**src/rtl/core/dpt_pkg.sv**
```systemverilog
`timescale 1ns / 1ps
`default_nettype none

package dpt_pkg;

   // Q0.16 fixed point
   localparam int PRED_BITS   = 16;
   localparam int MAX_RESULTS = 16;
   localparam logic [PRED_BITS:0] PRED_ONE = {1'b1, {PRED_BITS{1'b0}}};

   // request kinds
   localparam logic [2:0] REQ_HELLO = 3'd0;
   localparam logic [2:0] REQ_ACK   = 3'd1;
   localparam logic [2:0] REQ_ACK2  = 3'd2;
   localparam logic [2:0] REQ_ENTRY = 3'd3;
   localparam logic [2:0] REQ_READ  = 3'd4;

   // response status codes
   localparam logic [2:0] ST_UPDATED = 3'd0;
   localparam logic [2:0] ST_ADDED   = 3'd1;
   localparam logic [2:0] ST_SAME    = 3'd2;
   localparam logic [2:0] ST_OWN     = 3'd3;
   localparam logic [2:0] ST_FULL    = 3'd4;
   localparam logic [2:0] ST_EMPTY   = 3'd5;

   // register indexes
   localparam logic [1:0] CSR_OWN   = 2'd0;
   localparam logic [1:0] CSR_PINIT = 2'd1;
   localparam logic [1:0] CSR_GAMMA = 2'd2;
   localparam logic [1:0] CSR_BETA  = 2'd3;

   // datapath operations
   localparam logic [4:0] OP_NOP   = 5'd0;
   localparam logic [4:0] OP_LOAD  = 5'd1;
   localparam logic [4:0] OP_PCMP  = 5'd2;
   localparam logic [4:0] OP_MCMP  = 5'd3;
   localparam logic [4:0] OP_MEND  = 5'd4;
   localparam logic [4:0] OP_POW   = 5'd5;
   localparam logic [4:0] OP_AGE   = 5'd6;
   localparam logic [4:0] OP_HELLO = 5'd7;
   localparam logic [4:0] OP_ACK   = 5'd8;
   localparam logic [4:0] OP_ACK2  = 5'd9;
   localparam logic [4:0] OP_TMUL1 = 5'd10;
   localparam logic [4:0] OP_TMUL2 = 5'd11;
   localparam logic [4:0] OP_TFIN  = 5'd12;
   localparam logic [4:0] OP_TSKIP = 5'd13;
   localparam logic [4:0] OP_RDOUT = 5'd14;
   localparam logic [4:0] OP_EMPTY = 5'd15;

   typedef struct packed {
      logic [4:0] op;
   } cmd_type;

   typedef struct packed {
      logic [2:0] req_type;
      logic       pred_empty;
      logic       meet_empty;
      logic       pred_last;
      logic       meet_last;
      logic       read_last;
      logic       armed;
      logic       own_hit;
      logic       pow_done;
      logic       out_busy;
   } sts_type;

endpackage

`default_nettype wire

```
**src/rtl/core/dpt_ctrl.sv**
```systemverilog
`timescale 1ns / 1ps
`default_nettype none

module dpt_ctrl
   import dpt_pkg::*;
(
   input  wire logic    clock,
   input  wire logic    reset,
   input  wire logic    req_tvalid,
   output logic         req_tready,
   input  wire sts_type sts,
   output cmd_type      cmd
);

   localparam logic [4:0] S_IDLE  = 5'd0;
   localparam logic [4:0] S_DISP  = 5'd1;
   localparam logic [4:0] S_PWAIT = 5'd2;
   localparam logic [4:0] S_PCMP  = 5'd3;
   localparam logic [4:0] S_PFIN  = 5'd4;
   localparam logic [4:0] S_MWAIT = 5'd5;
   localparam logic [4:0] S_MCMP  = 5'd6;
   localparam logic [4:0] S_MEND  = 5'd7;
   localparam logic [4:0] S_POW   = 5'd8;
   localparam logic [4:0] S_AWAIT = 5'd9;
   localparam logic [4:0] S_ACMP  = 5'd10;
   localparam logic [4:0] S_AFIN  = 5'd11;
   localparam logic [4:0] S_TMUL1 = 5'd12;
   localparam logic [4:0] S_TMUL2 = 5'd13;
   localparam logic [4:0] S_TSKIP = 5'd14;
   localparam logic [4:0] S_RWAIT = 5'd15;
   localparam logic [4:0] S_ROUT  = 5'd16;
   localparam logic [4:0] S_EMPTY = 5'd17;

   logic [4:0] state_ff;
   logic [4:0] state_in;

   assign req_tready = (state_ff == S_IDLE);

   // next state and datapath command
   always_comb begin
      state_in = state_ff;
      cmd.op   = OP_NOP;
      case (state_ff)
         S_IDLE: begin
            if (req_tvalid) begin
               cmd.op   = OP_LOAD;
               state_in = S_DISP;
            end
         end
         S_DISP: begin
            case (sts.req_type)
               REQ_HELLO, REQ_ACK2: state_in = sts.pred_empty ? S_PFIN : S_PWAIT;
               REQ_ACK:             state_in = sts.meet_empty ? S_MEND : S_MWAIT;
               REQ_ENTRY: state_in = (!sts.armed || sts.own_hit) ? S_TSKIP : S_TMUL1;
               REQ_READ:  state_in = sts.pred_empty ? S_EMPTY : S_RWAIT;
               default:   state_in = S_EMPTY;
            endcase
         end
         S_PWAIT: state_in = S_PCMP;
         S_PCMP: begin
            cmd.op   = OP_PCMP;
            state_in = sts.pred_last ? S_PFIN : S_PWAIT;
         end
         S_PFIN: begin
            if (!sts.out_busy) begin
               case (sts.req_type)
                  REQ_HELLO: cmd.op = OP_HELLO;
                  REQ_ACK2:  cmd.op = OP_ACK2;
                  default:   cmd.op = OP_TFIN;
               endcase
               state_in = S_IDLE;
            end
         end
         S_MWAIT: state_in = S_MCMP;
         S_MCMP: begin
            cmd.op   = OP_MCMP;
            state_in = sts.meet_last ? S_MEND : S_MWAIT;
         end
         S_MEND: begin
            cmd.op   = OP_MEND;
            state_in = S_POW;
         end
         S_POW: begin
            cmd.op = OP_POW;
            if (sts.pow_done) begin
               state_in = sts.pred_empty ? S_AFIN : S_AWAIT;
            end
         end
         S_AWAIT: state_in = S_ACMP;
         S_ACMP: begin
            cmd.op   = OP_AGE;
            state_in = sts.pred_last ? S_AFIN : S_AWAIT;
         end
         S_AFIN: begin
            if (!sts.out_busy) begin
               cmd.op   = OP_ACK;
               state_in = S_IDLE;
            end
         end
         S_TMUL1: begin
            cmd.op   = OP_TMUL1;
            state_in = S_TMUL2;
         end
         S_TMUL2: begin
            cmd.op   = OP_TMUL2;
            state_in = sts.pred_empty ? S_PFIN : S_PWAIT;
         end
         S_TSKIP: begin
            if (!sts.out_busy) begin
               cmd.op   = OP_TSKIP;
               state_in = S_IDLE;
            end
         end
         S_RWAIT: state_in = S_ROUT;
         S_ROUT: begin
            if (!sts.out_busy) begin
               cmd.op   = OP_RDOUT;
               state_in = sts.read_last ? S_IDLE : S_RWAIT;
            end
         end
         S_EMPTY: begin
            if (!sts.out_busy) begin
               cmd.op   = OP_EMPTY;
               state_in = S_IDLE;
            end
         end
         default: state_in = S_IDLE;
      endcase
   end

   always_ff @(posedge clock) begin
      if (reset) begin
         state_ff <= S_IDLE;
      end else begin
         state_ff <= state_in;
      end
   end

endmodule

`default_nettype wire

```
**config.mk**
```make
export PLATFORM = sky130hd
export DESIGN_NAME = dpt_ctrl
export DESIGN_NICKNAME = d
export VERILOG_FILES = /design/src/rtl/core/dpt_pkg.sv /design/src/rtl/core/dpt_ctrl.sv
export SDC_FILE = /design/constraint.sdc
export NUM_CORES = 1
export LEC_CHECK = 0
export ABC_AREA = 1
export BUFFER_PORTS_ARGS = -buffer_cell sky130_fd_sc_hd__buf_2
export CAP_MARGIN = 20
export CORE_UTILIZATION = 51
export DETAILED_ROUTE_END_ITERATION = 8
export HOLD_SLACK_MARGIN = 0.06
export PLACE_DENSITY = 0.78
export SKIP_LAST_GASP = 1
export SYNTH_ARGS = -nofsm -noshare
export SYNTH_HDL_FRONTEND = slang
export SYNTH_SLANG_ARGS = --single-unit
```
**constraint.sdc**
```tcl
create_clock -name clock -period 1.5 [get_ports clock]
set_clock_uncertainty 0.05 [all_clocks]
set_input_delay 0.3 -clock clock [delete_from_list [all_inputs] [get_ports clock]]
set_output_delay 0.3 -clock clock [all_outputs]
set_load 0.05 [all_outputs]
```
==> run summary, run 1 <==
The flow did not finish. It got as far as clock tree synthesis (4_1_cts) and failed there. The first error in the log reads "[ERROR DPL-0033] detailed placement checks failed during check placement". The run gives 0.9145 as the weighted congestion at the end of routability-driven global placement. The floorplan has 13 rows.

The commonest cells after synthesis are nand2_1, nor2_1, inv_1. Number of input and output port buffers inserted: 19. The biggest area contributor in the post-synthesis netlist is nand2_1. The effective utilization at floorplan is 0.5751. Once detailed placement completed, the half-perimeter wirelength came to 2.120 mm. The number of cells after detailed placement is 218. Dominant synthesized flop cell: dfxtp_1. In this run the post-CTS setup repair buffer count came out at 2. The fraction of synthesized cell area taken by the top area cell type works out to 0.1911. The tree is rooted in a clkbuf_4. The horizontal die dimension was 41.25 µm; the clock sink total was 5. The synthesized design contains 0 enable-type register cells. The number of gates resized after cts came out at 37. The run gives 24 as the count of different cell masters after synthesis. The placed instances occupy a cell area of 1191 µm². The average cell area after synthesis is 5.238 µm².

The logs give 165 for the total nets after synthesis and 2 for the clock tree buffer depth. The most numerous cell in the Yosys netlist is nand2_1. The cell area that synthesis handed to floorplanning was 785.8 µm². The number of flip-flops and latches in the synthesized netlist came out at 5. In this run the vertical extent of the chip is 41.25 µm. Buffers inserted to repair hold after CTS numbered 0.

Yosys printed 0 warnings. The number of top-level pins was 21; the proportion of synthesized flip-flops having asynchronous set or reset was 0. Counting every instance in the synthesized netlist gives 150. The run gives 0.1274 as the proportion of synthesized chip area in sequential cells. The run gives 1 as the number of levels the H-tree was split into.

The tools report the number of buffers added by the clock tree synthesis step as 3. By area the synthesized netlist is led by nand2_1, dfxtp_1, nor2_1.
-- stage by stage --
step | setup TNS, ps | setup slack, ps | hold slack [ps]
floorplan | -586.2 | -278.7 | 311.7
global placement | -479.4 | -158.3 | 442.3
detailed placement | -677.7 | -181.9 | 451.0
-- logic make-up after synthesis --
| group | count (synthesis) | synth area share |
|---|---|---|
| buffers and inverters | 27 | 0.1433 |
| other | 1 | 0.004772 |
| AO/OA/AOI/OAI | 28 | 0.2038 |
| AND/OR/NAND/NOR | 89 | 0.5207 |
| flip-flops | 5 | 0.1274 |
==> run 2: changes to the inputs <==
--- a/config.mk
+++ b/config.mk
@@ -8,10 +8,10 @@
 export ABC_AREA = 1
 export BUFFER_PORTS_ARGS = -buffer_cell sky130_fd_sc_hd__buf_2
 export CAP_MARGIN = 20
-export CORE_UTILIZATION = 51
+export CORE_AREA = 2 2 63 65
 export DETAILED_ROUTE_END_ITERATION = 8
-export HOLD_SLACK_MARGIN = 0.06
-export PLACE_DENSITY = 0.78
+export DIE_AREA = 0 0 65 67
+export PLACE_DENSITY_LB_ADDON = 0.15
 export SKIP_LAST_GASP = 1
 export SYNTH_ARGS = -nofsm -noshare
 export SYNTH_HDL_FRONTEND = slang
==> run summary, run 2 <==
At the worst endpoint, the required time is 1150 ps. Static timing analysis puts the maximum clock frequency at 558.8 MHz. Adding up every negative setup slack in the final design gives -2049 ps. Setup violations remaining at the end of the flow were counted as 10.

For this run, the slowest stage of the critical path takes 330 ps. Post-detailed-route wirelength per cell: 10.85 µm. The total buffers and inverters traversed by the critical path is 3. The finished cells cover 1465 µm².

The cell count after synthesis is 150. Buffers inserted during clock tree synthesis total 3. Row generation in the floorplan step produced 22 rows. The maximum fanout along the worst path is 5. The proportion of synthesized chip area in sequential cells is 0.1274, and the clock tree buffer depth is 2. The run finished, with violations left. STA classifies the critical path endpoint as an output pin. The number of flip-flops and latches in the synthesized netlist is 5, and the wire length reported by the detailed router is 2.842 mm. Area of the core region: 3606 µm². More flip-flops sit in one register than any other, and that register is state_ff. The horizontal die dimension works out to 65 µm. During placement, the flow inserted port buffers numbering 19. Setup repair after global routing could not meet its margin everywhere.

The analysis attributes to cell leakage a power of 0.0007482 µW. By count the netlist is led by nand2_1, nor2_1, inv_1. The number of levels the H-tree was split into is 1. The cell area after synthesis was 785.8 µm². By instance count, the leading cell after synthesis is nand2_1. The largest registers in the layout are state_ff: 5 flops. The number of antenna violations at the first check in global routing came out at 0.

The count of synthesis-stage warnings from yosys is 0. After detailed routing, the number of vias per cell comes to 4.443. In this run, the number of DRC markers left after iteration 0 of detailed routing was 46. In the synthesized netlist the dominant register cell turns out to be dfxtp_1. The top cell types in the final layout, fill and taps aside, are buf_4, nand2_1, inv_1.

The cell that appears most often on the critical path is buf_6. Overall via count from detail_route: 1164. The count of pins over their slew limit was 0.

The wire-length estimate of the detail-placed layout is 2.395 mm. The run gives 403 as the number of fill cells in the layout. The tools report the count of different cell masters after synthesis as 24.

Synthesis produced a netlist with a net count of 165. The number of enable flip-flop cells after synthesis came out at 0. The worst min-delay path category was in2reg.

The proportion of synthesized flip-flops having asynchronous set or reset was 0; the largest net degree at the start of global routing was 8. Fraction of layout cells with a size suffix above 1: 0.4860. The critical path goes through buf_6 -> nor2_4 -> buf_6 -> nand2_4 -> nor2_4 -> a22oi_2 -> nand4_1 -> buf_6.

Power per cell area: 1577 nW/µm². The run gives 1084 as the number of global-route vias before repair. The fraction of synthesized cell area taken by the top area cell type was 0.1911; the die area was 4355 µm². The number of flip-flops under the largest register name was 5. The wire length of the first global-routing pass came out at 4.830 mm.

TritonCTS built the clock tree. The number of top-level pins is 21. The tools report the residual antenna-violating net count after detailed routing as 0.

The effective utilization at floorplan is 0.2179. The final critical delay including setup and external delays came out at 1790 ps. The clock slew seen by the registers of the worst setup and hold paths works out to 30 ps. The area of combinational cells with multiple inputs was 680.7 µm². The post-route clock period utilization works out to 1.193. Dividing the synthesized area by the synthesized cell count gives 5.238 µm².

The critical path launch point type was a register. The top cell type by total area after synthesis is nand2_1. The library cell used most frequently in the layout, excluding fill and tap cells, is buf_4. On the critical path, the stage with the largest delay is an instance of dfxtp_2. The tree built by TritonCTS fans out to 5 sinks.

By area the synthesized netlist is led by nand2_1, dfxtp_1, nor2_1. The final reports fail on negative setup slack. Buffers inserted to repair hold after CTS numbered 0. The setup slack of the critical path after layout was -289.6 ps; the flip-flop and latch area was 108.9 µm². Across the run, the number of max-cap violations was 0. The logs give 220 ps for the clock latency on the worst-skew pair and 0.8415 for the weighted congestion at the end of routability-driven global placement. Compared with the post-synthesis result, the final layout area differs by 86.47%.

The total count of hold-check failures in the final report is 0, and the DRC violation count after routing is 0. Summed over all layers, the global routing overflow is 0. IR analysis of the VDD net gives a maximum drop of 1.015 mV.

The placed instance area is 1252 µm². For the length of the first detailed-routing pass in iterations, the log shows 4. On the critical path the largest part of the delay comes from buffers and inverters.

Measured along the y axis, the die boundary spans 67 µm. The worst setup path is of the reg2out kind. CTS placed an instance of clkbuf_8 at the clock tree root. The logs give 0 for the antenna cell count and 0.1395 for the all-layer global routing usage. STA puts the critical path data arrival time at 1440 ps.

In the final design database the tool counted 230 nets.
==> run 2: report_power, final <==
group	leakage (µW)	internal [µW]	switching, µW
clock network	0.0000228	182	58.3
registers	0.0000432	185	73.9
logic	0.000682	824	989
==> run 2: cells by family after synthesis <==
kind of cell / share of synthesized area
AO/OA/AOI/OAI: 0.2038
buffers and inverters: 0.1433
flip-flops: 0.1274
other: 0.004772
AND/OR/NAND/NOR: 0.5207
==> run 2: path summary, 6_finish.rpt <==
check                             end                      from  cells after the start  slack (ps)
max reg2reg  state_ff[2]$_SDFFE_PP0P_  state_ff[3]$_SDFFE_PP0P_                     13        -170
min          state_ff[0]$_SDFFE_PP0P_                     reset                      2         240
min reg2reg  state_ff[1]$_SDFFE_PP0P_  state_ff[1]$_SDFFE_PP0P_                      2         480
max                            cmd[0]  state_ff[3]$_SDFFE_PP0P_                      8        -290
==> run 2: layout make-up <==
cell class	count	share of cell area
clock buffer	4	0.03074
inverter	25	0.06405
multi-input combinational	118	0.4646
sequential	5	0.07429
tap	48	0.04099
timing repair buffer	62	0.3254
==> run 2: routing by layer <==
metal	GRT usage	vias up	routed length, µm
li1	-	611	-
met1	0.1719	537	1309
met2	0.2616	16	1465
met3	0.01858	0	68
met4	0.01862	0	0
met5	0	-	0
==> run 2: per-stage QoR <==
step / util / instances / worst slack (ps) / power [µW] / hold WS (ps)
2_1_floorplan: - / 150 / -278.7 / 1148 / 311.7
5_1_grt: 0.4063 / 262 / -366.3 / 2487 / 251.8
3_3_place_gp: 0.3473 / 252 / -219.5 / 1754 / 470.1
3_5_place_dp: 0.3473 / 252 / -235.6 / 1737 / 465.6
4_1_cts: 0.3990 / 261 / -278.9 / 2284 / 238.8
6_report: 0.4063 / 262 / -289.6 / 2311 / 245.0
==> run 2: timing repair <==
action	in CTS	in global routing
setup endpoints to repair	10	10
hold endpoints to repair	0	0
setup buffers	5	1
pin swaps	5	3
gates resized for setup	32	4
Power figures use the tool's default switching activity.
==> run 3: changes to the inputs <==
--- a/config.mk
+++ b/config.mk
@@ -11,7 +11,7 @@
 export CORE_AREA = 2 2 63 65
 export DETAILED_ROUTE_END_ITERATION = 8
 export DIE_AREA = 0 0 65 67
-export PLACE_DENSITY_LB_ADDON = 0.15
+export PLACE_DENSITY_LB_ADDON = 0.2
 export SKIP_LAST_GASP = 1
 export SYNTH_ARGS = -nofsm -noshare
 export SYNTH_HDL_FRONTEND = slang
==> run summary, run 3 (synthesized netlist as in run 2, its figures left out) <==
The worst-case IR drop observed on VDD is 0.7028 mV. The tools report the count of pins over their slew limit as 0. After legalization and detailed placement, the total HPWL measured 2.423 mm. Buffers inserted during clock tree synthesis total 3.

The run gives 0 as the hold-fix buffer count after cts. The fraction of layout cells with a size suffix above 1 is 0.5164, and the number of top-level pins is 21. Setup repair after global routing could not meet its margin everywhere. STA classifies the critical path endpoint as an output pin. Clock latency on the worst-skew pair, taken at its later pin, is 220 ps. Cell repeated most along the worst path: nor2_2. In the final layout, the registers with the most flip-flops are state_ff: 5 flops. The required time at the endpoint of the critical path was 1150 ps. Overall via count from detail_route: 1121. Post-route clock period utilization: 1.170. The worst hold path belongs to the class in2reg. For this design the ratio of total power to cell area is 1549 nW/µm².

For the number of cells after detailed placement, the log shows 255. The endpoint identified for the worst register-to-register timing path is state_ff[1]$_SDFFE_PP0P_. The final design utilization was 0.4091; the maximum fanout along the worst path was 4. The number of flip-flops under the largest register name came out at 5. The average vias per placed instance is 4.295, and the depth of the worst hold-timing path is 2.

The effective utilization at floorplan was 0.2179; the total buffers and inverters traversed by the critical path was 2. The startpoint identified for the worst hold timing path is reset. Routability-driven placement finished with a final weighted congestion of 0.8709.

Clock-pin slew was measured on the worst setup and hold paths at 30 ps. The flop-to-flop setup slack is -60 ps. Summed over all cells, the static leakage comes to 0.0007442 µW.

The clock sink total is 5. The tightest hold path in the finished design has a slack of 264.8 ps. The number of levels the H-tree was split into is 1, and the largest net degree at the start of global routing is 8. After floorplanning, the core was sized to cover 3606 µm². The residual antenna-violating net count after detailed routing was 0; the area growth from synthesis to layout was 87.74%. In the final routed layout, each cell accounts on average for 11.02 µm. TritonCTS built the clock tree. The clock tree buffer depth is 2. The die covers 4355 µm². Adding up every negative setup slack in the final design gives -1332 ps.

The tools report the all-layer global routing usage as 0.1381. 0 antenna diodes ended up in the layout. The total count of hold-check failures in the final report is 0. The clock tree root buffer cell was clkbuf_8. The library cell used most frequently in the layout, excluding fill and tap cells, is buf_4. Ranked by flip-flop count, first place goes to state_ff. Final critical delay including setup and external delays: 1755 ps.

The final setup violation count is 9. The die is 67 µm tall. The DRC violation count after routing came out at 0. Walking the worst path, the cells encountered are nor2_2 -> nand2_2 -> nor2_4 -> inv_2 -> nor2_2 -> o21ai_2 -> o2111ai_4 -> buf_6.

Critical path launch point type: a register. The largest single stage delay on the critical path is 340 ps. The run gives 2.875 mm as the wire length reported by the detailed router.

The library cells used most frequently in the layout, excluding fill and tap cells, are buf_4, nand2_1, inv_1. The number of antenna violations at the first check in global routing is 0. The tools report the beginning of the worst register-to-register path as state_ff[3]$_SDFFE_PP0P_. The horizontal die dimension came out at 65 µm. The worst setup path is of the reg2out kind. The final reports fail on negative setup slack.

The number of input and output port buffers inserted was 19; the final global-route overflow total was 0. The number of cell rows was 22. The tools report the length of the first detailed-routing pass in iterations as 4. The largest individual stage delay along the critical path comes from the cell dfxtp_2. The run finished, with violations left. For the setup slack of the critical path after layout, the log shows -254.7 ps. The logs give 1400 ps for the arrival time of data at the critical path endpoint and 1048 for the number of global-route vias before repair. The logs give 4.616 mm for the wire length of the first global-routing pass and 0 for the number of max-capacitance violations reported.

The tools report the count of routing violations after the opening detailed-route iteration as 16. Broken down by cell family, the worst path's largest delay share belongs to simple AND/OR/NAND/NOR gates. The highest attainable clock frequency is 569.9 MHz. For hold timing, the worst endpoint is state_ff[4]$_SDFFE_PP0P_. The net count of the finished layout is 229.

Final cell count without fillers: 261. The depth of the worst register-to-register path was 11.
## run 3: changes by cell type in the layout (fill, tap and decap cells not counted), sizes merged
cell  delta
buf      -1
## run 3: power breakdown
part / internal (µW) / switching [µW]
clock network: 182 / 59.5
registers: 183 / 78.0
logic: 780 / 1000
total: 1140 / 1140
## run 3: worst register-to-register path, stage by stage, from the launching register on
cell and delay (ps):
dfxtp_2 320, buf_6 130, nor2_4 160, nand2_4 100
buf_6 130, nor2_4 140, inv_2 50, nor2_1 90
nand2_1 70, nand3_2 80, nand2_1 60, a21oi_2 110
## run 3: metrics by stage
stage,instance area (µm²),worst slack [ps],power [µW]
6_report,1475,-254.7,2286
5_1_grt,1475,-326.2,2451
4_1_cts,1404,-278.4,2119
3_5_place_dp,1262,-257.9,1704
3_3_place_gp,1262,-253.3,1709
2_1_floorplan,825.8,-278.7,1148
## run 3: area by class of cell
class | instances | area (µm²)
clock buffers | 4 | 45.04
fillers | 397 | 2131
inverters | 25 | 96.34
multi-input cells | 118 | 708.2
flip-flops and latches | 5 | 108.9
well taps | 48 | 60.06
repair buffers | 61 | 456.7
## run 3: routing by layer
metal,wire [µm],GRT usage,up-vias
met3,56,0.01014,2
li1,-,-,611
met4,37,0.03989,0
met2,1381,0.2526,15
met1,1400,0.1722,493
met5,0,0,-
## run 3: repair_timing
action,CTS,global route
pin swaps,8,7
setup endpoints to repair,10,10
resized for setup,30,15
setup buffers,0,2
## run 3: worst max-delay path by stage
stage                                   from     end  slack [ps]  cells after the start
floorplan           state_ff[2]$_SDFFE_PP0P_  cmd[0]        -280                      5
global placement    state_ff[1]$_SDFFE_PP0P_  cmd[3]        -250                      5
detailed placement  state_ff[1]$_SDFFE_PP0P_  cmd[3]        -260                      5
CTS                 state_ff[4]$_SDFFE_PP0P_  cmd[3]        -280                      8
global route        state_ff[4]$_SDFFE_PP0P_  cmd[3]        -330                      8
finish              state_ff[4]$_SDFFE_PP0P_  cmd[3]        -250                      8
